--- config.mk ---
export PLATFORM = sky130hd
export DESIGN_NAME = line_pixel_stepper_unit
export DESIGN_NICKNAME = d
export VERILOG_FILES = /design/src/sv/lps_pkg.sv /design/src/sv/line_pixel_stepper_unit.sv
export SDC_FILE = /design/constraint.sdc
export NUM_CORES = 1
export LEC_CHECK = 0
export ABC_AREA = 1
export BUFFER_PORTS_ARGS = -buffer_cell sky130_fd_sc_hd__buf_2
export CORE_UTILIZATION = 40
export CTS_BUF_LIST = sky130_fd_sc_hd__clkbuf_16
export DETAILED_ROUTE_END_ITERATION = 10
export SLEW_MARGIN = 20
export SYNTH_ARGS = -nofsm -noshare
export SYNTH_HDL_FRONTEND = slang
export SYNTH_SLANG_ARGS = --single-unit
export TNS_END_PERCENT = 50
--- constraint.sdc ---
create_clock -name clock -period 11.7 [get_ports clock]
set_input_delay 2.34 -clock clock [delete_from_list [all_inputs] [get_ports clock]]
set_output_delay 2.34 -clock clock [all_outputs]
set_load 0.05 [all_outputs]
--- src/sv/lps_pkg.sv ---
// ----------------------------------------------------------------------------
// lps_pkg
// Shared widths and function codes for the line pixel stepper.
// ----------------------------------------------------------------------------
package lps_pkg;

   // width of the coordinate fields on the ports
   localparam int FIELD_BITS  = 12;
   // coordinate bits used by the stepper, at most FIELD_BITS
   localparam int COORD_BITS  = 12;
   // signed error term, holds -(span-1)..span
   localparam int ERR_BITS    = COORD_BITS + 2;
   localparam int COLOUR_BITS = 32;

   typedef logic [COORD_BITS-1:0] coord_type;

   localparam logic FUNC_START = 1'b0;
   localparam logic FUNC_STEP  = 1'b1;

endpackage

--- src/sv/line_pixel_stepper_unit.sv ---
// ----------------------------------------------------------------------------
// line_pixel_stepper_unit
// 4-connected line rasterizer: a start item loads two endpoints, each step
// item gives the next pixel with the fill colour and a last flag.
// ----------------------------------------------------------------------------
// a pixel is shown in the cycle after its step item is accepted
// throughput: one item per cycle while req_stall is low; the walk is one add and compare on the
// registered line state, feeding a single result register
// req_stall is high only while the result register holds an unaccepted item
// reset (synchronous): line idle, result register empty, fill colour zero
module line_pixel_stepper_unit (
   input  logic                                clock,
   input  logic                                reset,
   input  logic                                req_valid,
   output logic                                req_stall,
   input  logic                                req_func,
   input  logic [lps_pkg::FIELD_BITS-1:0]      req_start_x,
   input  logic [lps_pkg::FIELD_BITS-1:0]      req_start_y,
   input  logic [lps_pkg::FIELD_BITS-1:0]      req_end_x,
   input  logic [lps_pkg::FIELD_BITS-1:0]      req_end_y,
   output logic                                rsp_valid,
   input  logic                                rsp_stall,
   output logic [lps_pkg::FIELD_BITS-1:0]      rsp_pixel_x,
   output logic [lps_pkg::FIELD_BITS-1:0]      rsp_pixel_y,
   output logic [lps_pkg::COLOUR_BITS-1:0]     rsp_pixel_colour,
   output logic                                rsp_last_pixel,
   input  logic                                csr_wr_en,
   input  logic [lps_pkg::COLOUR_BITS-1:0]     csr_wr_data
);

   localparam int CB = lps_pkg::COORD_BITS;
   localparam int EB = lps_pkg::ERR_BITS;

   // line state
   lps_pkg::coord_type major_pos_ff,  major_pos_in;
   lps_pkg::coord_type minor_pos_ff,  minor_pos_in;
   lps_pkg::coord_type major_stop_ff, major_stop_in;
   lps_pkg::coord_type minor_stop_ff, minor_stop_in;
   lps_pkg::coord_type major_span_ff, major_span_in;
   lps_pkg::coord_type minor_span_ff, minor_span_in;
   logic signed [EB-1:0] error_term_ff, error_term_in;
   logic minor_down_ff,   minor_down_in;
   logic y_is_major_ff,   y_is_major_in;
   logic axis_aligned_ff, axis_aligned_in;
   logic line_active_ff,  line_active_in;

   logic [lps_pkg::COLOUR_BITS-1:0] fill_colour_ff;

   // result register
   logic                              out_valid_ff, out_valid_in;
   logic [lps_pkg::FIELD_BITS-1:0]    out_x_ff, out_x_in;
   logic [lps_pkg::FIELD_BITS-1:0]    out_y_ff, out_y_in;
   logic [lps_pkg::COLOUR_BITS-1:0]   out_colour_ff, out_colour_in;
   logic                              out_last_ff, out_last_in;

   logic accept;
   logic out_free;

   // start decode
   lps_pkg::coord_type sx, sy, ex, ey;
   lps_pkg::coord_type adx, ady;
   lps_pkg::coord_type u0, v0, u1, v1;
   logic               y_major_ld;
   logic               swap_ld;

   // step
   logic               take_major;
   lps_pkg::coord_type step_major, step_minor;

   assign out_free  = !out_valid_ff || !rsp_stall;
   assign req_stall = !out_free;
   assign accept    = req_valid && out_free;

   always_comb begin
      sx = req_start_x[CB-1:0];
      sy = req_start_y[CB-1:0];
      ex = req_end_x[CB-1:0];
      ey = req_end_y[CB-1:0];
      adx = (sx > ex) ? sx - ex : ex - sx;
      ady = (sy > ey) ? sy - ey : ey - sy;
      // vertical lines and ties pick y; horizontal lines pick x
      y_major_ld = !(adx > ady);
      if (y_major_ld) begin
         u0 = sy; v0 = sx; u1 = ey; v1 = ex;
      end else begin
         u0 = sx; v0 = sy; u1 = ex; v1 = ey;
      end
      // walk from the smaller major end
      swap_ld = (u1 < u0);
      if (swap_ld) begin
         u0 = u1; u1 = y_major_ld ? sy : sx;
         v0 = v1; v1 = y_major_ld ? sx : sy;
      end
   end

   always_comb begin
      take_major = axis_aligned_ff || (!error_term_ff[EB-1] && (error_term_ff != '0));
      step_major = major_pos_ff;
      step_minor = minor_pos_ff;
      if (take_major) begin
         step_major = major_pos_ff + 1'b1;
      end else if (minor_down_ff) begin
         step_minor = minor_pos_ff - 1'b1;
      end else begin
         step_minor = minor_pos_ff + 1'b1;
      end
   end

   always_comb begin
      major_pos_in    = major_pos_ff;
      minor_pos_in    = minor_pos_ff;
      major_stop_in   = major_stop_ff;
      minor_stop_in   = minor_stop_ff;
      major_span_in   = major_span_ff;
      minor_span_in   = minor_span_ff;
      error_term_in   = error_term_ff;
      minor_down_in   = minor_down_ff;
      y_is_major_in   = y_is_major_ff;
      axis_aligned_in = axis_aligned_ff;
      line_active_in  = line_active_ff;

      out_valid_in  = out_valid_ff && rsp_stall;
      out_x_in      = out_x_ff;
      out_y_in      = out_y_ff;
      out_colour_in = out_colour_ff;
      out_last_in   = out_last_ff;

      if (accept) begin
         if (req_func == lps_pkg::FUNC_START) begin
            major_pos_in    = u0;
            minor_pos_in    = v0;
            major_stop_in   = u1;
            minor_stop_in   = v1;
            major_span_in   = u1 - u0;
            minor_span_in   = (v1 > v0) ? v1 - v0 : v0 - v1;
            error_term_in   = '0;
            minor_down_in   = (v1 < v0);
            y_is_major_in   = y_major_ld;
            axis_aligned_in = (sx == ex) || (sy == ey);
            // identical endpoints give an empty line
            line_active_in  = (u0 != u1);
         end else if (line_active_ff) begin
            major_pos_in = step_major;
            minor_pos_in = step_minor;
            if (take_major) begin
               if (!axis_aligned_ff) begin
                  error_term_in = error_term_ff - $signed({2'b00, minor_span_ff});
               end
            end else begin
               error_term_in = error_term_ff + $signed({2'b00, major_span_ff});
            end
            out_last_in    = (step_major == major_stop_ff) && (step_minor == minor_stop_ff);
            line_active_in = !out_last_in;
            out_valid_in   = 1'b1;
            out_x_in = lps_pkg::FIELD_BITS'(y_is_major_ff ? minor_pos_ff : major_pos_ff);
            out_y_in = lps_pkg::FIELD_BITS'(y_is_major_ff ? major_pos_ff : minor_pos_ff);
            out_colour_in  = fill_colour_ff;
         end
      end
   end

   always_ff @(posedge clock) begin
      if (reset) begin
         major_pos_ff    <= '0;
         minor_pos_ff    <= '0;
         major_stop_ff   <= '0;
         minor_stop_ff   <= '0;
         major_span_ff   <= '0;
         minor_span_ff   <= '0;
         error_term_ff   <= '0;
         minor_down_ff   <= 1'b0;
         y_is_major_ff   <= 1'b0;
         axis_aligned_ff <= 1'b0;
         line_active_ff  <= 1'b0;
         fill_colour_ff  <= '0;
         out_valid_ff    <= 1'b0;
      end else begin
         major_pos_ff    <= major_pos_in;
         minor_pos_ff    <= minor_pos_in;
         major_stop_ff   <= major_stop_in;
         minor_stop_ff   <= minor_stop_in;
         major_span_ff   <= major_span_in;
         minor_span_ff   <= minor_span_in;
         error_term_ff   <= error_term_in;
         minor_down_ff   <= minor_down_in;
         y_is_major_ff   <= y_is_major_in;
         axis_aligned_ff <= axis_aligned_in;
         line_active_ff  <= line_active_in;
         out_valid_ff    <= out_valid_in;
         if (csr_wr_en) begin
            fill_colour_ff <= csr_wr_data;
         end
      end
   end

   always_ff @(posedge clock) begin
      out_x_ff      <= out_x_in;
      out_y_ff      <= out_y_in;
      out_colour_ff <= out_colour_in;
      out_last_ff   <= out_last_in;
   end

   assign rsp_valid        = out_valid_ff;
   assign rsp_pixel_x      = out_x_ff;
   assign rsp_pixel_y      = out_y_ff;
   assign rsp_pixel_colour = out_colour_ff;
   assign rsp_last_pixel   = out_last_ff;

endmodule

==> impl_metrics.ini, run 1 <==
[run_status]
run_status = completed

[logic_synthesis]
ys_warn_count = 0
mappedNetlistNets = 2273
synth.ff_latch_count = 180
synth.yosys.seq_area_share_pct = 29.05
yosys.cell_types.count = 55
post_synthesis_instance_area_sq_um = 14370
avgSynthCellArea_sq_um = 6.952
postSynthCellCount = 2067

[detailed_routing]
remaining_drc_errors = 0
antenna_violation_net_count_after_detailed_routing = 0
drt_iter0_markers = 957
drt-pass1-iter-count = 8
wl_per_cell_um = 16.21
routed_wl_mm = 42.79
total_number_of_vias = 13749
route.detailed.vias_per_inst = 5.208

[worst_setup_path]
timing.critical_path.slowest_stage_cell = sky130_fd_sc_hd__ha_1
worst-endpoint-required_ps = 12070
crit_path_frequent_cell = sky130_fd_sc_hd__nand2_1
worstPathMaxFanout = 72
wp_buf_inv = 8
arrival_time_worst_endpoint_ps = 11080
worst_r2r_startpoint = error_term_ff[2]$_SDFFE_PP0P_
stage_delay_of_the_slowest_cell_on_the_critical_path_ps = 610
timing.critical_path.from = req_start_y[0]
start_kind = input pin
crit_family = simple AND/OR/NAND/NOR gates
endpoint_kind = flip-flop
timing_worst_setup_path_type = input pin to flip-flop

[sta]
rsz0062_at_grt = no
post-route-min-period_ps = 10710
fin_tns_setup_ps = 0
count_of_final_max_slew_check_failures = 0
hold-worst-slack_ps = 419.7
finalClockSkew_ps = 19.60
max_freq_mhz = 93.34
timing.final.setup_violations = 0
part_of_the_cycle_the_worst_path_needs_pct = 91.57
max_slew_margin_pct = 28.16
hold_viol_final = 0
slew_at_the_pin_closest_to_its_max_slew_limit_ps = 1076

[place]
post-dp-hpwl_mm = 34.19
post_dp_cell_area_sq_um = 15440
post-place-cells = 2608
gp_congestion = 0.9671
port_buffers = 144

[cts]
ctsHtreeMaxLevel = 4
clock_tree.root_cell = sky130_fd_sc_hd__clkbuf_16
clkLatencyLatePin_ps = 450
cts-root-to-sink-buffers = 2
holdBufCountCts = 0
post_cts_resize_count = 0
clkTransAtPathRegs_ps = 80
tritoncts_clock_tree = done
cts_post_setup_buffers_inserted = 0
tritoncts.num_buffers = 17
tritoncts_num_sinks = 180

[die]
floorplan.core_area_sq_um = 35480
ioPinCount = 145
initial_core_util_pct = 40.50
die_ht_um = 191.5
fp.dieArea_sq_um = 36680
fp-row-count = 69
die-width_um = 191.5

[global_routing]
grt_pass1_wl_mm = 67.40
grt_remaining_overflow = 0
pin_count_of_the_biggest_net_entering_global_routing = 73
antenna_found_initial = 0
via_count_of_the_first_global_routing_pass = 12709
grt_util_all_layers_pct = 23.53

[layout]
post-route-cell-area_sq_um = 16090
layout-drive-gt1-share_pct = 13.58
fillCellCount = 3638
syn2layout_area_growth_pct = 11.96
nNetsFinal = 2372
antenna_diodes = 0
final_cells = 2640

[flow_run]
max_cap_violations = 0

[hold_path]
hold_path_class = flip-flop to flip-flop
min_from = fill_colour_ff[5]$_SDFFE_PP0P_
-- worst paths after layout --
kind                                         end  slack, ps  cells after the start
setup / recovery   minor_span_ff[9]$_SDFFE_PP0P_        990                     46
hold / removal     rsp_pixel_colour[5]$_DFFE_PP_        420                      0
setup reg to reg  error_term_ff[13]$_SDFFE_PP0P_       6840                     30
hold reg to reg    rsp_pixel_colour[5]$_DFFE_PP_        420                      0
-- kinds of logic (layout without fill, tap and decap cells) --
group	after synthesis	in the layout	share of synthesized area, %
and+or+nand+nor	804	804	25.55
muxes	3	3	0.2090
buffers and inverters	379	491	10.46
xor gates and xnor gates	71	71	4.328
DFF	180	180	29.05
AOI/OAI and AO/OA	510	510	19.59
adders and majority gates	120	120	10.82
-- cells in the final DEF, fill, tap and decap left out, types with 8 or more instances in the layout --
| cell | instances |
|---|---|
| sky130_fd_sc_hd__o211ai_1 | 12 |
| sky130_fd_sc_hd__o21ai_1 | 17 |
| sky130_fd_sc_hd__edfxtp_1 | 57 |
| sky130_fd_sc_hd__nor2_1 | 154 |
| sky130_fd_sc_hd__nand2_2 | 22 |
| sky130_fd_sc_hd__a21oi_2 | 9 |
| sky130_fd_sc_hd__nand2_1 | 438 |
| sky130_fd_sc_hd__nor3_1 | 22 |
| sky130_fd_sc_hd__xnor2_1 | 12 |
| sky130_fd_sc_hd__dfxtp_1 | 123 |
| sky130_fd_sc_hd__a21oi_1 | 159 |
| sky130_fd_sc_hd__inv_1 | 299 |
| sky130_fd_sc_hd__nand4_1 | 35 |
| sky130_fd_sc_hd__xor2_1 | 59 |
| sky130_fd_sc_hd__clkbuf_16 | 17 |
| sky130_fd_sc_hd__buf_4 | 14 |
| sky130_fd_sc_hd__nand3_2 | 24 |
| sky130_fd_sc_hd__buf_2 | 144 |
| sky130_fd_sc_hd__o21bai_1 | 12 |
| sky130_fd_sc_hd__o21ai_0 | 252 |
| sky130_fd_sc_hd__nand3_1 | 59 |
| sky130_fd_sc_hd__nand2_4 | 8 |
| sky130_fd_sc_hd__ha_1 | 113 |
-- metrics by stage --
stage / setup WS, ps / util, %
final: 986.8 / 45.34
after floorplan: 1460 / -
after detailed placement: 307.9 / 43.51
after global placement: 375.4 / 43.51
after CTS: 764.3 / 45.30
after global routing: 178.2 / 45.34
-- area by class of cell --
type / instances / area (sq um) / area share, %
well taps: 461 / 576.8 / 3.585
inverters: 300 / 1126 / 7.000
repair buffers: 159 / 845.8 / 5.257
clock inverters: 15 / 211.5 / 1.314
multi-input cells: 1508 / 8728 / 54.25
flip-flops and latches: 180 / 4174 / 25.94
clock buffers: 17 / 425.4 / 2.644
-- per-layer routing --
metal	global-route usage [%]	vias up	share of wire (%)	wire length [um]
met2	38.36	407	45	19280
met3	2.350	55	4.7	2001
met1	32.09	6282	47	20230
met5	0	-	0	0
li1	-	7005	-	-
met4	8.425	0	3.0	1274
-- Yosys cell counts, drive strengths merged --
master     n  share of area (%)
nand2    469                 13
fa         7               0.98
ha       113                9.8
and2       1              0.044
a21oi    169                6.2
o211ai    12               0.63
a22oi      3               0.16
nor4       8               0.35
nor2     164                4.6
o2111ai    1              0.061
o311ai     1              0.061
o221a      2               0.16
inv      300                7.8
a21o       3               0.16
mux2i      3               0.21
a31oi      7               0.39
a311oi     1              0.061
a211oi     6               0.31
buf       21                1.1
o221ai     3               0.18
a21boi     2               0.13
nand3b     6               0.31
o21ai    275                9.7
edfxtp    57                 12
o21a       2               0.10
dfxtp    123                 17
nor3b      1              0.052
nand4     35                1.5
o22ai      6               0.26
xnor2     12               0.73
o21bai    14               0.84
xor2      59                3.6
nor3      25               0.94
clkbuf    58                1.5
a221oi     3               0.18
nand3     88                4.3
or2        7               0.30
-- registers in the layout (all words and copies together) (netlist names) --
name and count:
major_stop_ff 12, error_term_ff 14, fill_colour_ff 32, rsp_valid 1, rsp_pixel_colour 32, rsp_pixel_y 12, minor_down_ff 1, minor_stop_ff 12
rsp_pixel_x 12, minor_pos_ff 12, axis_aligned_ff 1, y_is_major_ff 1, major_span_ff 12, minor_span_ff 12, line_active_ff 1, major_pos_ff 12
rsp_last_pixel 1
Power of run 1 is not shown: default switching activity piles up to over one toggle a cycle in this logic, so the estimate is an artifact.
==> run 2, diff against run 1 <==
Settings changed: RECOVER_POWER from default to 25.
==> run 2 against run 1 <==
  * Clock skew is essentially flat
  * Global-route usage is the same
  * Routed wire length is essentially flat
  * Utilization shrank 0.063 points
  * Clock-buffer cell count is the same
  * Maximum frequency is essentially flat
  * Non-clock buffer count is the same
  * Via count is essentially flat
  * Design area shrank 0.14%
  * First-iteration DRC count grew 0.94%
  * Worst setup slack lost 9.2 ps
==> impl_metrics.ini, run 2 (synthesis gave the netlist of run 1 again) <==
[run_status]
run_status = completed

[hold_path]
hold_path_class = flip-flop to flip-flop
hold_path_end = rsp_pixel_colour[5]$_DFFE_PP_
min_from = fill_colour_ff[5]$_SDFFE_PP0P_
worstHoldPathCells = 0

[sta]
post-route-min-period_ps = 10720
timing.final.setup_violations = 0
finalClockSkew_ps = 19.60
fin_tns_setup_ps = 0
max_freq_mhz = 93.26
count_of_final_max_slew_check_failures = 0
rsz0062_at_grt = no
part_of_the_cycle_the_worst_path_needs_pct = 91.64
max_slew_margin_pct = 28.15
hold_viol_final = 0
slew_at_the_pin_closest_to_its_max_slew_limit_ps = 1077

[worst_setup_path]
reg2reg_setup_slack_ps = 6840
crit_path_frequent_cell = sky130_fd_sc_hd__nand2_1
worst_r2r_startpoint = error_term_ff[2]$_SDFFE_PP0P_
timing.critical_path.slowest_stage_cell = sky130_fd_sc_hd__ha_1
arrival_time_worst_endpoint_ps = 11090
start_kind = input pin
stage_delay_of_the_slowest_cell_on_the_critical_path_ps = 610
worst-endpoint-required_ps = 12070
reg2regPathDepth = 30
worstPathMaxFanout = 72
timing_worst_setup_path_type = input pin to flip-flop
rr_endpoint = error_term_ff[13]$_SDFFE_PP0P_
endpoint_kind = flip-flop

[cts]
tritoncts.num_buffers = 17
clkTransAtPathRegs_ps = 80
ctsHtreeMaxLevel = 4
tritoncts_clock_tree = done
tritoncts_num_sinks = 180
clkLatencyLatePin_ps = 450
cts-root-to-sink-buffers = 2
clock_tree.root_cell = sky130_fd_sc_hd__clkbuf_16

[place]
port_buffers = 144
gp_congestion = 0.9671
post-dp-hpwl_mm = 34.19

[layout]
layout-drive-gt1-share_pct = 12.76
final_common_cell = sky130_fd_sc_hd__nand2_1
layout.cells.most_common_list = sky130_fd_sc_hd__nand2_1, sky130_fd_sc_hd__inv_1, sky130_fd_sc_hd__o21ai_0
syn2layout_area_growth_pct = 11.81
nNetsFinal = 2372
antenna_diodes = 0

[die]
fp-row-count = 69
initial_core_util_pct = 40.50
die-width_um = 191.5
floorplan.core_area_sq_um = 35480
ioPinCount = 145
fp.dieArea_sq_um = 36680
die_ht_um = 191.5

[global_routing]
grt_pass1_wl_mm = 67.40
antenna_found_initial = 0
pin_count_of_the_biggest_net_entering_global_routing = 73
grt_remaining_overflow = 0
via_count_of_the_first_global_routing_pass = 12709
grt_util_all_layers_pct = 23.53

[detailed_routing]
total_number_of_vias = 13758
route.detailed.vias_per_inst = 5.211
routed_wl_mm = 42.81
wl_per_cell_um = 16.22
remaining_drc_errors = 0
antenna_violation_net_count_after_detailed_routing = 0
drt_iter0_markers = 966
drt-pass1-iter-count = 6

[flow_run]
max_cap_violations = 0
-- run 2: cell count changes in the layout (fill, tap and decap cells not counted) --
cell / change
sky130_fd_sc_hd__buf_2: -18
sky130_fd_sc_hd__clkbuf_1: +18
-- run 2: layout make-up --
| cell class | count | area [sq um] |
|---|---|---|
| Timing Repair Buffer | 159 | 823.3 |
| Sequential cell | 180 | 4174 |
| Fill cell | 3650 | 19420 |
| Multi-Input combinational cell | 1508 | 8728 |
| Inverter | 300 | 1126 |
| Clock buffer | 17 | 425.4 |
| Tap cell | 461 | 576.8 |
| Clock inverter | 15 | 211.5 |
-- run 2: stage by stage --
| stage | util [%] | setup WS [ps] | hold WS, ps | std cells | instance area [sq um] |
|---|---|---|---|---|---|
| 3_3_place_gp | 43.51 | 375.4 | 405.6 | 2608 | 15440 |
| 2_1_floorplan | - | 1460 | 402.9 | 2067 | 14370 |
| 4_1_cts | 45.30 | 764.3 | 425.2 | 2640 | 16070 |
| 3_5_place_dp | 43.51 | 307.9 | 409.7 | 2608 | 15440 |
| 6_report | 45.28 | 977.5 | 419.7 | 2640 | 16070 |
| 5_1_grt | 45.28 | 178.2 | 429.6 | 2640 | 16070 |
-- run 2: worst max path at each step --
| stage | start | to | slack (ps) | cells past startpoint |
|---|---|---|---|---|
| 5_1_grt | req_start_y[0] | minor_span_ff[9]$_SDFFE_PP0P_ | 180 | 46 |
| 6_report | req_start_y[0] | minor_span_ff[9]$_SDFFE_PP0P_ | 980 | 46 |
| 4_1_cts | req_start_y[0] | minor_span_ff[1]$_SDFFE_PP0P_ | 760 | 44 |
| 3_5_place_dp | req_start_y[0] | minor_span_ff[1]$_SDFFE_PP0P_ | 310 | 44 |
| 2_1_floorplan | req_start_y[0] | minor_span_ff[2]$_SDFFE_PP0P_ | 1460 | 55 |
| 3_3_place_gp | req_start_y[0] | minor_span_ff[1]$_SDFFE_PP0P_ | 380 | 44 |
-- run 2: critical path, delay by kind of cell --
| kind | cells | cell delay, ps |
|---|---|---|
| compound gates | 9 | 2190 |
| fa+ha+maj | 5 | 1900 |
| simple gates | 23 | 3330 |
| xor+xnor | 1 | 170 |
| buf+inv | 8 | 1050 |
-- run 2: routing by layer --
metal / GRT usage [%] / vias to the layer above / wire, um
met5: 0 / - / 0
met4: 8.425 / 0 / 1268
met3: 2.350 / 53 / 2109
met2: 38.36 / 410 / 19290
met1: 32.09 / 6287 / 20140
li1: - / 7008 / -
-- run 2: repair_timing --
action,4_1_cts,5_1_grt
setup endpoints to repair,0,9
gates resized for setup,0,2
hold buffers,0,0
setup buffers,0,0
endpoints found under the hold margin,0,0
Power of run 2 is left out for the same reason.
